### config.mk
export PLATFORM = sky130hd
export DESIGN_NAME = nnt_ctrl
export DESIGN_NICKNAME = d
export VERILOG_FILES = /design/src/rtl/nnt_pkg.sv /design/src/rtl/nnt_ctrl.sv
export SDC_FILE = /design/constraint.sdc
export NUM_CORES = 1
export LEC_CHECK = 0
export BUFFER_PORTS_ARGS = -buffer_cell sky130_fd_sc_hd__buf_2
export CAP_MARGIN = 0
export CORE_MARGIN = 2
export CORE_UTILIZATION = 50
export DETAILED_ROUTE_END_ITERATION = 16
export GPL_TIMING_DRIVEN = 0
export PLACE_DENSITY = 0.71
export SLEW_MARGIN = 15
export SYNTH_ARGS = -nofsm -noshare
export SYNTH_HDL_FRONTEND = slang
export SYNTH_SLANG_ARGS = --single-unit
export TNS_END_PERCENT = 20
### constraint.sdc
create_clock -name clk_i -period 3.1 [get_ports clk_i]
set_clock_uncertainty 0.1 [all_clocks]
set_input_delay 0.155 -clock clk_i [delete_from_list [all_inputs] [get_ports clk_i]]
set_output_delay 0.155 -clock clk_i [all_outputs]
set_load 0.03 [all_outputs]
### src/rtl/nnt_pkg.sv
// ----------------------------------------------------------------------------
// nnt_pkg
// Shared types for the nearest-neighbour tour block: item structs, datapath
// commands and the status group returned to the controller.
// ----------------------------------------------------------------------------
`default_nettype none

package nnt_pkg;

  localparam int unsigned COST_W   = 22;
  localparam int unsigned COST_SAT = 4194303;

  typedef enum logic [0:0] {
    OP_WRITE_DIST = 1'b0,
    OP_START      = 1'b1
  } item_op_e;

  typedef struct packed {
    logic [0:0]  op;
    logic [5:0]  row_city;
    logic [5:0]  col_city;
    logic [15:0] distance;
    logic [5:0]  start_city;
  } in_item_t;

  typedef struct packed {
    logic [5:0]        position;
    logic [5:0]        city;
    logic [COST_W-1:0] tour_cost;
    logic              last;
  } out_item_t;

  typedef enum logic [4:0] {
    DP_NOP,
    DP_LOAD,
    DP_START,
    DP_G_SCAN,
    DP_G_COMMIT,
    DP_C_INIT,
    DP_C_FIRST,
    DP_C_STEP,
    DP_C_ACC,
    DP_C_END,
    DP_S_INIT,
    DP_S_IA,
    DP_S_IB,
    DP_S_IC,
    DP_S_ID,
    DP_S_JA,
    DP_S_JB,
    DP_S_JC,
    DP_S_JD,
    DP_S_JE,
    DP_F_UNDO,
    DP_F_CHK,
    DP_F_RH,
    DP_F_WL,
    DP_F_WH,
    DP_E_INIT,
    DP_E_RD,
    DP_E_OUT
  } dp_op_e;

  typedef struct packed {
    dp_op_e op;
  } dp_cmd_t;

  typedef struct packed {
    logic scan_done;
    logic k_last;
    logic cost_done;
    logic better;
    logic i_end;
    logic j_end;
    logic neg;
    logic flip_done;
    logic slot_ok;
  } dp_status_t;

endpackage

`default_nettype wire

### src/rtl/nnt_ctrl.sv
// ----------------------------------------------------------------------------
// nnt_ctrl
// Sequencer for load, greedy build, cost sum, 2-opt scan, segment reversal
// and result emission.
// ----------------------------------------------------------------------------
`default_nettype none

module nnt_ctrl (
  input  wire logic                clk_i,
  input  wire logic                rst_ni,
  input  wire logic                in_valid_i,
  input  wire logic                in_op_i,
  output logic                     in_stall_o,
  output nnt_pkg::dp_cmd_t         cmd_o,
  input  wire nnt_pkg::dp_status_t status_i
);
  import nnt_pkg::*;

  typedef enum logic [25:0] {
    ST_IDLE     = 26'd1 << 0,
    ST_G_SCAN   = 26'd1 << 1,
    ST_G_COMMIT = 26'd1 << 2,
    ST_C_INIT   = 26'd1 << 3,
    ST_C_FIRST  = 26'd1 << 4,
    ST_C_STEP   = 26'd1 << 5,
    ST_C_ACC    = 26'd1 << 6,
    ST_C_END    = 26'd1 << 7,
    ST_S_INIT   = 26'd1 << 8,
    ST_S_IA     = 26'd1 << 9,
    ST_S_IB     = 26'd1 << 10,
    ST_S_IC     = 26'd1 << 11,
    ST_S_ID     = 26'd1 << 12,
    ST_S_JA     = 26'd1 << 13,
    ST_S_JB     = 26'd1 << 14,
    ST_S_JC     = 26'd1 << 15,
    ST_S_JD     = 26'd1 << 16,
    ST_S_JE     = 26'd1 << 17,
    ST_F_UNDO   = 26'd1 << 18,
    ST_F_CHK    = 26'd1 << 19,
    ST_F_RH     = 26'd1 << 20,
    ST_F_WL     = 26'd1 << 21,
    ST_F_WH     = 26'd1 << 22,
    ST_E_INIT   = 26'd1 << 23,
    ST_E_RD     = 26'd1 << 24,
    ST_E_OUT    = 26'd1 << 25
  } state_e;

  state_e state_q, state_d;
  logic   undo_q, undo_d;

  assign in_stall_o = state_q != ST_IDLE;

  always_comb begin
    state_d   = state_q;
    undo_d    = undo_q;
    cmd_o.op  = DP_NOP;
    unique case (state_q)
      ST_IDLE: begin
        if (in_valid_i) begin
          if (in_op_i == OP_START) begin
            cmd_o.op = DP_START;
            state_d  = ST_G_SCAN;
          end else begin
            cmd_o.op = DP_LOAD;
          end
        end
      end
      ST_G_SCAN: begin
        cmd_o.op = DP_G_SCAN;
        if (status_i.scan_done) state_d = ST_G_COMMIT;
      end
      ST_G_COMMIT: begin
        cmd_o.op = DP_G_COMMIT;
        state_d  = status_i.k_last ? ST_C_INIT : ST_G_SCAN;
      end
      ST_C_INIT: begin
        cmd_o.op = DP_C_INIT;
        state_d  = ST_C_FIRST;
      end
      ST_C_FIRST: begin
        cmd_o.op = DP_C_FIRST;
        state_d  = ST_C_STEP;
      end
      ST_C_STEP: begin
        cmd_o.op = DP_C_STEP;
        state_d  = ST_C_ACC;
      end
      ST_C_ACC: begin
        cmd_o.op = DP_C_ACC;
        state_d  = status_i.cost_done ? ST_C_END : ST_C_STEP;
      end
      ST_C_END: begin
        // a reversal that does not lower the true cost is taken back
        cmd_o.op = DP_C_END;
        state_d  = status_i.better ? ST_S_INIT : ST_F_UNDO;
      end
      ST_S_INIT: begin
        cmd_o.op = DP_S_INIT;
        state_d  = ST_S_IA;
      end
      ST_S_IA: begin
        cmd_o.op = DP_S_IA;
        state_d  = status_i.i_end ? ST_E_INIT : ST_S_IB;
      end
      ST_S_IB: begin
        cmd_o.op = DP_S_IB;
        state_d  = ST_S_IC;
      end
      ST_S_IC: begin
        cmd_o.op = DP_S_IC;
        state_d  = ST_S_ID;
      end
      ST_S_ID: begin
        cmd_o.op = DP_S_ID;
        state_d  = ST_S_JA;
      end
      ST_S_JA: begin
        cmd_o.op = DP_S_JA;
        state_d  = status_i.j_end ? ST_S_IA : ST_S_JB;
      end
      ST_S_JB: begin
        cmd_o.op = DP_S_JB;
        state_d  = ST_S_JC;
      end
      ST_S_JC: begin
        cmd_o.op = DP_S_JC;
        state_d  = ST_S_JD;
      end
      ST_S_JD: begin
        cmd_o.op = DP_S_JD;
        state_d  = ST_S_JE;
      end
      ST_S_JE: begin
        cmd_o.op = DP_S_JE;
        if (status_i.neg) begin
          undo_d  = 1'b0;
          state_d = ST_F_CHK;
        end else begin
          state_d = ST_S_JA;
        end
      end
      ST_F_UNDO: begin
        cmd_o.op = DP_F_UNDO;
        undo_d   = 1'b1;
        state_d  = ST_F_CHK;
      end
      ST_F_CHK: begin
        cmd_o.op = DP_F_CHK;
        if (status_i.flip_done) begin
          state_d = undo_q ? ST_E_INIT : ST_C_INIT;
        end else begin
          state_d = ST_F_RH;
        end
      end
      ST_F_RH: begin
        cmd_o.op = DP_F_RH;
        state_d  = ST_F_WL;
      end
      ST_F_WL: begin
        cmd_o.op = DP_F_WL;
        state_d  = ST_F_WH;
      end
      ST_F_WH: begin
        cmd_o.op = DP_F_WH;
        state_d  = ST_F_CHK;
      end
      ST_E_INIT: begin
        cmd_o.op = DP_E_INIT;
        state_d  = ST_E_RD;
      end
      ST_E_RD: begin
        cmd_o.op = DP_E_RD;
        state_d  = ST_E_OUT;
      end
      ST_E_OUT: begin
        cmd_o.op = DP_E_OUT;
        if (status_i.slot_ok) begin
          state_d = status_i.k_last ? ST_IDLE : ST_E_RD;
        end
      end
      default: state_d = ST_IDLE;
    endcase
  end

  always_ff @(posedge clk_i or negedge rst_ni) begin
    if (!rst_ni) begin
      state_q <= ST_IDLE;
      undo_q  <= 1'b0;
    end else begin
      state_q <= state_d;
      undo_q  <= undo_d;
    end
  end

endmodule

`default_nettype wire

Yosys cells after proc, flatten, opt, wreduce, memory -nomap -nowiden

Cells that the tools add are included.

Register bits after elaboration: 27
Bits in latches: 0
RAM bits: 0
ROM bits: 0
Input port bits: 13
Output and inout bits: 6
Logic and storage cells: 57
Memories kept: 0

Add/sub/neg operators: 0
Multipliers: 0
Divide/modulo/power cells: 0
Order comparisons: 0
Equal/unequal tests: 32
Shift-type cells: 0
Multiplexer cells: 19
Bitwise logic cells: 0
Reduce and logical (&&, ||, !) cells: 4

Operators with widths:

| operator             | count |
|---|---|
| $pmux 26 s25         | 1 |
| $pmux 5 s26          | 1 |
| $mux 26              | 4 |
| $mux 24              | 3 |
| $eq 26x1->1 const B  | 1 |
| $eq 26x10->1 const B | 1 |
| $eq 26x11->1 const B | 1 |
| $eq 26x12->1 const B | 1 |
| $eq 26x13->1 const B | 1 |
| $eq 26x14->1 const B | 1 |
| $eq 26x15->1 const B | 1 |
| $eq 26x16->1 const B | 1 |
| $eq 26x17->1 const B | 1 |
| $eq 26x18->1 const B | 1 |
| $eq 26x19->1 const B | 1 |
| $eq 26x2->1 const B  | 1 |
| $eq 26x20->1 const B | 1 |
| $eq 26x21->1 const B | 1 |
| $eq 26x22->1 const B | 1 |
| $eq 26x23->1 const B | 1 |
| $eq 26x24->1 const B | 1 |
| $eq 26x25->1 const B | 1 |
| $eq 26x26->1 const B | 1 |
| $eq 26x3->1 const B  | 1 |
| 21 further kinds     | 26 |

Logic depth before layout (Yosys ltp)

Gate-level depths: netlist (run 1).

Depth in word-level cells: 3
Depth in mapped cells: 7
Mapped depth without buffers: 6

Least setup slack after synthesis (run 1)

Ideal clock, no wire load.

Path kind: register to output
Start point: register state_q[23]
End point: output cmd_o[0] (netlist name)
Arrival time: 2036 ps
Path slack: 809 ps
Cell stages (with the launch flop): 7
Path buffers: 0
Cell sequence: dfrtp_1 nor4_4 nand3_2 nor3_4 nand2_2 o2111ai_1 or4_1

RTL lines:

| item                   | line            | text |
|---|---|---|
| start, declared        | nnt_ctrl.sv:48  | `state_e state_q, state_d;` |
| start signal, assigned | nnt_ctrl.sv:190 | `state_q <= state_d;` |
| end, declared          | nnt_ctrl.sv:14  | `output nnt_pkg::dp_cmd_t cmd_o,` |

==> results of run 1 <==
[worst paths after layout]
| check | end | slack [ns] | cells past startpoint |
|---|---|---|---|
| worst max-delay path | cmd_o[0] | 0.18 | 7 |
| worst min-delay path | state_q[7] | 0.01 | 3 |
| worst max register to register | state_q[0] | 0.57 | 6 |
| worst min register to register | state_q[3] | 0.42 | 1 |
| max in group asynchronous | state_q[1] | 2.19 | 2 |
| min in group asynchronous | state_q[14] | 0.31 | 2 |
[what timing repair did]
item,CTS,global route
resized for setup,0,1
setup endpoints to repair,0,1
endpoints found under the hold margin,31,0
hold buffers,5,0
[layout make-up]
type	count	area, µm²	area share, %
tap	48	60.1	2.88
multi-input combinational	153	1120	53.6
buffer	1	5.00	0.240
sequential	27	677	32.5
timing repair buffer	23	140	6.73
clock inverter	1	5.00	0.240
inverter	10	37.5	1.80
clock buffer	3	41.3	1.98
[kinds of logic (layout without fill, tap and decap cells)]
family	count (synthesis)	in the layout	share of synthesized area [%]
simple gates	119	119	46.5
compound gates	28	28	11.5
flops	27	27	36.9
buf+inv	11	38	2.32
xor+xnor	6	6	2.86
[critical path, stage by stage (launching register included)]
cell	delay [ns]
dfrtp_1	0.47
nor4_4	0.61
nand4_1	0.24
nor4_2	0.52
nor3_1	0.11
o2111ai_1	0.09
or4_1	0.15
buf_2	0.19
[report_power, final]
group / switching [µW] / total, µW / internal [µW]
registers: 19.8 / 389 / 369
clock network: 116 / 207 / 90.2
logic: 225 / 344 / 119
[state kept, by name (all words and copies together), names as in the netlist]
signal and flops:
undo_q 1, state_q 26
[metal layers]
metal	part of all wire [%]	vias to the layer above	global-route usage (%)
li1	-	782	-
met5	0	-	0
met3	4.0	6	2.08
met4	1.1	0	5.32
met1	47	796	33.2
met2	48	44	37.4
[per-stage QoR]
stage                     worst slack (ns)  util, %  total power (µW)  cell area (µm²)
final                                0.184     57.7               939             2080
after global routing                0.0268     57.7               991             2080
after CTS                            0.218     57.7               937             2080
after detailed placement             0.539     55.0               732             1980
after global placement               0.548     55.0               723             1980
after floorplan                      0.809        -               644             1830
[cells in the final DEF (no fill, tap or decap), drive strengths merged, types with 5 or more instances in the layout]
master | synthesis | layout
inv | 10 | 10
dlygate4sd3 | 0 | 5
buf | 0 | 18
nand3b | 6 | 6
nor4 | 18 | 18
nand2b | 8 | 8
nor2 | 17 | 17
nand2 | 17 | 17
nand4 | 9 | 9
nor2b | 9 | 9
o21ai | 5 | 5
nor3 | 14 | 14
nand3 | 7 | 7
dfrtp | 26 | 26
==> metrics.txt, run 1 <==
worst r2r src=state_q[24]; Total Wirelength=4420 µm; port bufs=18; final setup vio count=0; critical path type=flop to primary output; Initial Util=50.9%; main flop type after synthesis=dfrtp_1; asr flop ratio synth=100%; outcome=completed; initial antenna violation count=0; WL/cell=16.6 µm; # IOs=19; first-pass GRT wire length=7510 µm; vias in the first global route=1547; Worst setup startpoint=state_q[23]; gpl congestion=0.919; setup tns final=0 ns; clock tree root driver cell=clkbuf_8; Crit path arrival time=between 2 and 3 ns; normalized max-slew margin=42.8%; crit start category=flop; Final Non-Filler Cells=266; Hold Fails Final Rpt=0; area grow syn2layout=13.5%; pin count of the biggest net entering global routing=28; Max rail drop VDD=0.341 mV; top cells by count, synth=26 x dfrtp_1, 17 x nor2_1, 14 x nand2_1, 13 x nor3_1, 10 x inv_1; CTS tree=yes; Vias=between 1500 and 2000; Leak=0.000988 µW; Worst-path clk slew=0.10 ns; drt first pass iters=4; postcts setup bufs=0; Tightest Pin Transition=roughly 0.84 ns; DRC violations left=0; placed insts=257; HP Class=primary input to flop; row cnt=22; Mean Syn Cell Area=9.60 µm²; Post-synth EDFFs=0; Warnings, synthesis=0; Clock Tree Buf Depth=2; share of the synthesized area in the top cell type=35.5%; Die Y=64.6 µm; CP Data Required Time=2.84 ns; n_diodes=0; syn_nets=just over 200; Mapped Cells=191; RSZ-0062 raised after global routing=no; Fillers=between 300 and 400; Worst-Skew Late Latency=roughly 0.27 ns; Pwr Density=451 mW/mm²; post-layout net count=232; post-synth top area cell=dfrtp_1; Max Slew Vio Count=0; total gr overflow=0; post-synthesis sequential area ratio=36.9%; Max Clk Rate=0.343 GHz; htree depth=1; CORE AREA=between 0.003 and 0.004 mm²; synth top area cells=dfrtp_1 35%, nor4_4 7.0%, nor3_1 3.5%, nor2_1 3.5%, nor2b_1 3.1%; most frequent cell after synthesis=dfrtp_1; Final ANT Viol Nets=0; dpl hpwl=~3400 µm; Iteration-0 DRC Markers=104; CP endpoint kind=primary output; Crit Path Max Fanout=7; share of layout cells above drive strength 1=22.0%; die area=around 0.0042 mm²; Mapped Area=0.00183 mm²; Max Cap Violations=0; Netlist cell types=49; Tmin final=2.92 ns; Die W=64.6 µm; Sink Count=27; Vias/cell=6.12; #FFs+latches synth=27; Total Routing Usage GR=22.9%; Num CTS Buffers=3; Final period util=94.0%; Hold WS=0.0111 ns; Hold Path Origin=status_i[6]
Note: power is estimated with default switching activity, not from simulation.
==> run 2, diff against run 1 <==
--- a/config.mk
+++ b/config.mk
@@ -12,6 +12,7 @@
 export DETAILED_ROUTE_END_ITERATION = 16
 export GPL_TIMING_DRIVEN = 0
 export PLACE_DENSITY = 0.71
+export RECOVER_POWER = 100
 export SLEW_MARGIN = 15
 export SYNTH_ARGS = -nofsm -noshare
 export SYNTH_HDL_FRONTEND = slang
==> run 2 against run 1 <==
  * Total power is essentially flat
  * Via count grew 0.31%
  * Flip-flop and latch count is the same
  * Register-to-register slack lost 0.07 ns
  * Critical path type unchanged
  * Largest cell class unchanged
==> metrics.txt, run 2 (synthesis results as in run 1) <==
outcome=completed; Fillers=331; setup tns final=0 ns; Util after Layout=57.3%; gpl congestion=roughly 0.92; final setup vio count=0; most frequent cells in the layout=26 x dfrtp_1, 17 x nor2_1, 14 x nand2_1; Crit path arrival time=2.67 ns; dpl ws=roughly 0.54 ns; postcts setup bufs=0; post-layout net count=232; die area=0.00417 mm²; Total Power=940 µW; Final ANT Viol Nets=0; Tmin final=2.92 ns; Hold Fails Final Rpt=0; Die Y=64.6 µm; Vias=1633; Max rail drop VDD=0.341 mV; commonest non-fill, non-tap cell in the layout=dfrtp_1; n_diodes=0; normalized max-slew margin=1.61%; initial antenna violation count=0; pin count of the biggest net entering global routing=28; clock tree root driver cell=clkbuf_8; total gr overflow=0; Sink Count=27; Leak=0.000977 µW; share of layout cells above drive strength 1=20.2%; Num CTS Buffers=3; Die W=64.6 µm; slowest CP cell=nor4_4; Worst-path clk slew=0.10 ns; htree depth=1; CP endpoint kind=primary output; CTS tree=yes; biggest regs=state_q (26), undo_q (1); Pwr Density=between 400 and 500 mW/mm²; DRC violations left=0; hold path cells=3; CP cell instances=nor4_4 > nand4_2 > or2_0 > nor4b_2 > or4_1 > clkbuf_2; CORE AREA=roughly 0.0036 mm²; CP Data Required Time=2.84 ns; max FFs per register=26; crit start category=flop; Biggest register=state_q; Crit Path Max Fanout=7; Vias/cell=6.14; Clock Tree Buf Depth=2; # IOs=19; Max Cap Violations=0; RSZ-0062 raised after global routing=no; WL/cell=16.8 µm; Final Non-Filler Cells=roughly 270; Tightest Pin Transition=1.48 ns; buffer and inverter count on the worst path=1; placed insts=257; Iteration-0 DRC Markers=108; WP depth=6; Worst-Skew Late Latency=approximately 0.28 ns; worst r2r path cells=6; Total Routing Usage GR=between 20% and 30%; drt first pass iters=4; vias in the first global route=1547; Max Slew Vio Count=0; Crit path largest cell delay=slightly above 0.6 ns; first-pass GRT wire length=7510 µm; row cnt=22; port bufs=18; critical path type=flop to primary output; HP Class=primary input to flop; Initial Util=50.9%; cell family with most CP delay=simple AND/OR/NAND/NOR gates; area grow syn2layout=12.7%; PnR worst setup slack=0.178 ns; Total Wirelength=4470 µm; dpl hpwl=3420 µm; Final period util=94.3%; Max Clk Rate=0.342 GHz
-- run 2: cell type report --
type	instances	area (µm²)	area share, %
clock inverters	1	5.00	0.242
inverters	10	37.5	1.82
multi-input cells	153	1100	53.4
plain buffers	1	5.00	0.242
repair buffers	23	138	6.66
well taps	48	60.1	2.91
flip-flops and latches	27	677	32.7
clock buffers	3	41.3	2.00
-- run 2: final timing paths --
check | startpoint | end | slack, ns
max reg2reg | state_q[24] | state_q[0] | 0.50
max | state_q[23] | cmd_o[0] | 0.18
min | status_i[6] | state_q[7] | 0.01
min in group asynchronous | rst_ni | state_q[5] | 0.66
min reg2reg | undo_q | state_q[3] | 0.42
max in group asynchronous | rst_ni | state_q[23] | 1.39
-- run 2: where the power goes --
part / total [µW] / switching (µW) / leakage (µW) / internal [µW]
Sequential: 389 / 19.8 / 0.000373 / 369
Combinational: 343 / 226 / 0.000578 / 118
Clock: 207 / 117 / 0.0000255 / 90.3
-- run 2: tightest hold or removal path: cells and delay by family --
kind,cells,cell delay [ns]
buffers and inverters,1,0.10
and+or+nand+nor,2,0.10
-- run 2: per-layer routing --
metal | vias to the layer above | global-route usage (%) | wire length [µm]
li1 | 784 | - | -
met1 | 783 | 33.2 | 2050
met2 | 59 | 37.4 | 2130
met3 | 7 | 2.08 | 232
met4 | 0 | 5.32 | 55
met5 | - | 0 | 0
-- run 2: repair_timing --
| item | CTS | global route |
|---|---|---|
| hold endpoints to repair | 31 | 0 |
| gates resized for setup | 0 | 1 |
| hold buffers | 5 | 0 |
| endpoints found under the setup margin | 0 | 1 |
-- run 2: stage by stage --
stage          hold WS [ns]  area (µm²)
2_1_floorplan        -0.241        1830
3_3_place_gp         0.0946        1980
3_5_place_dp          0.103        1980
4_1_cts              0.0122        2080
5_1_grt              0.0265        2070
6_report             0.0101        2070
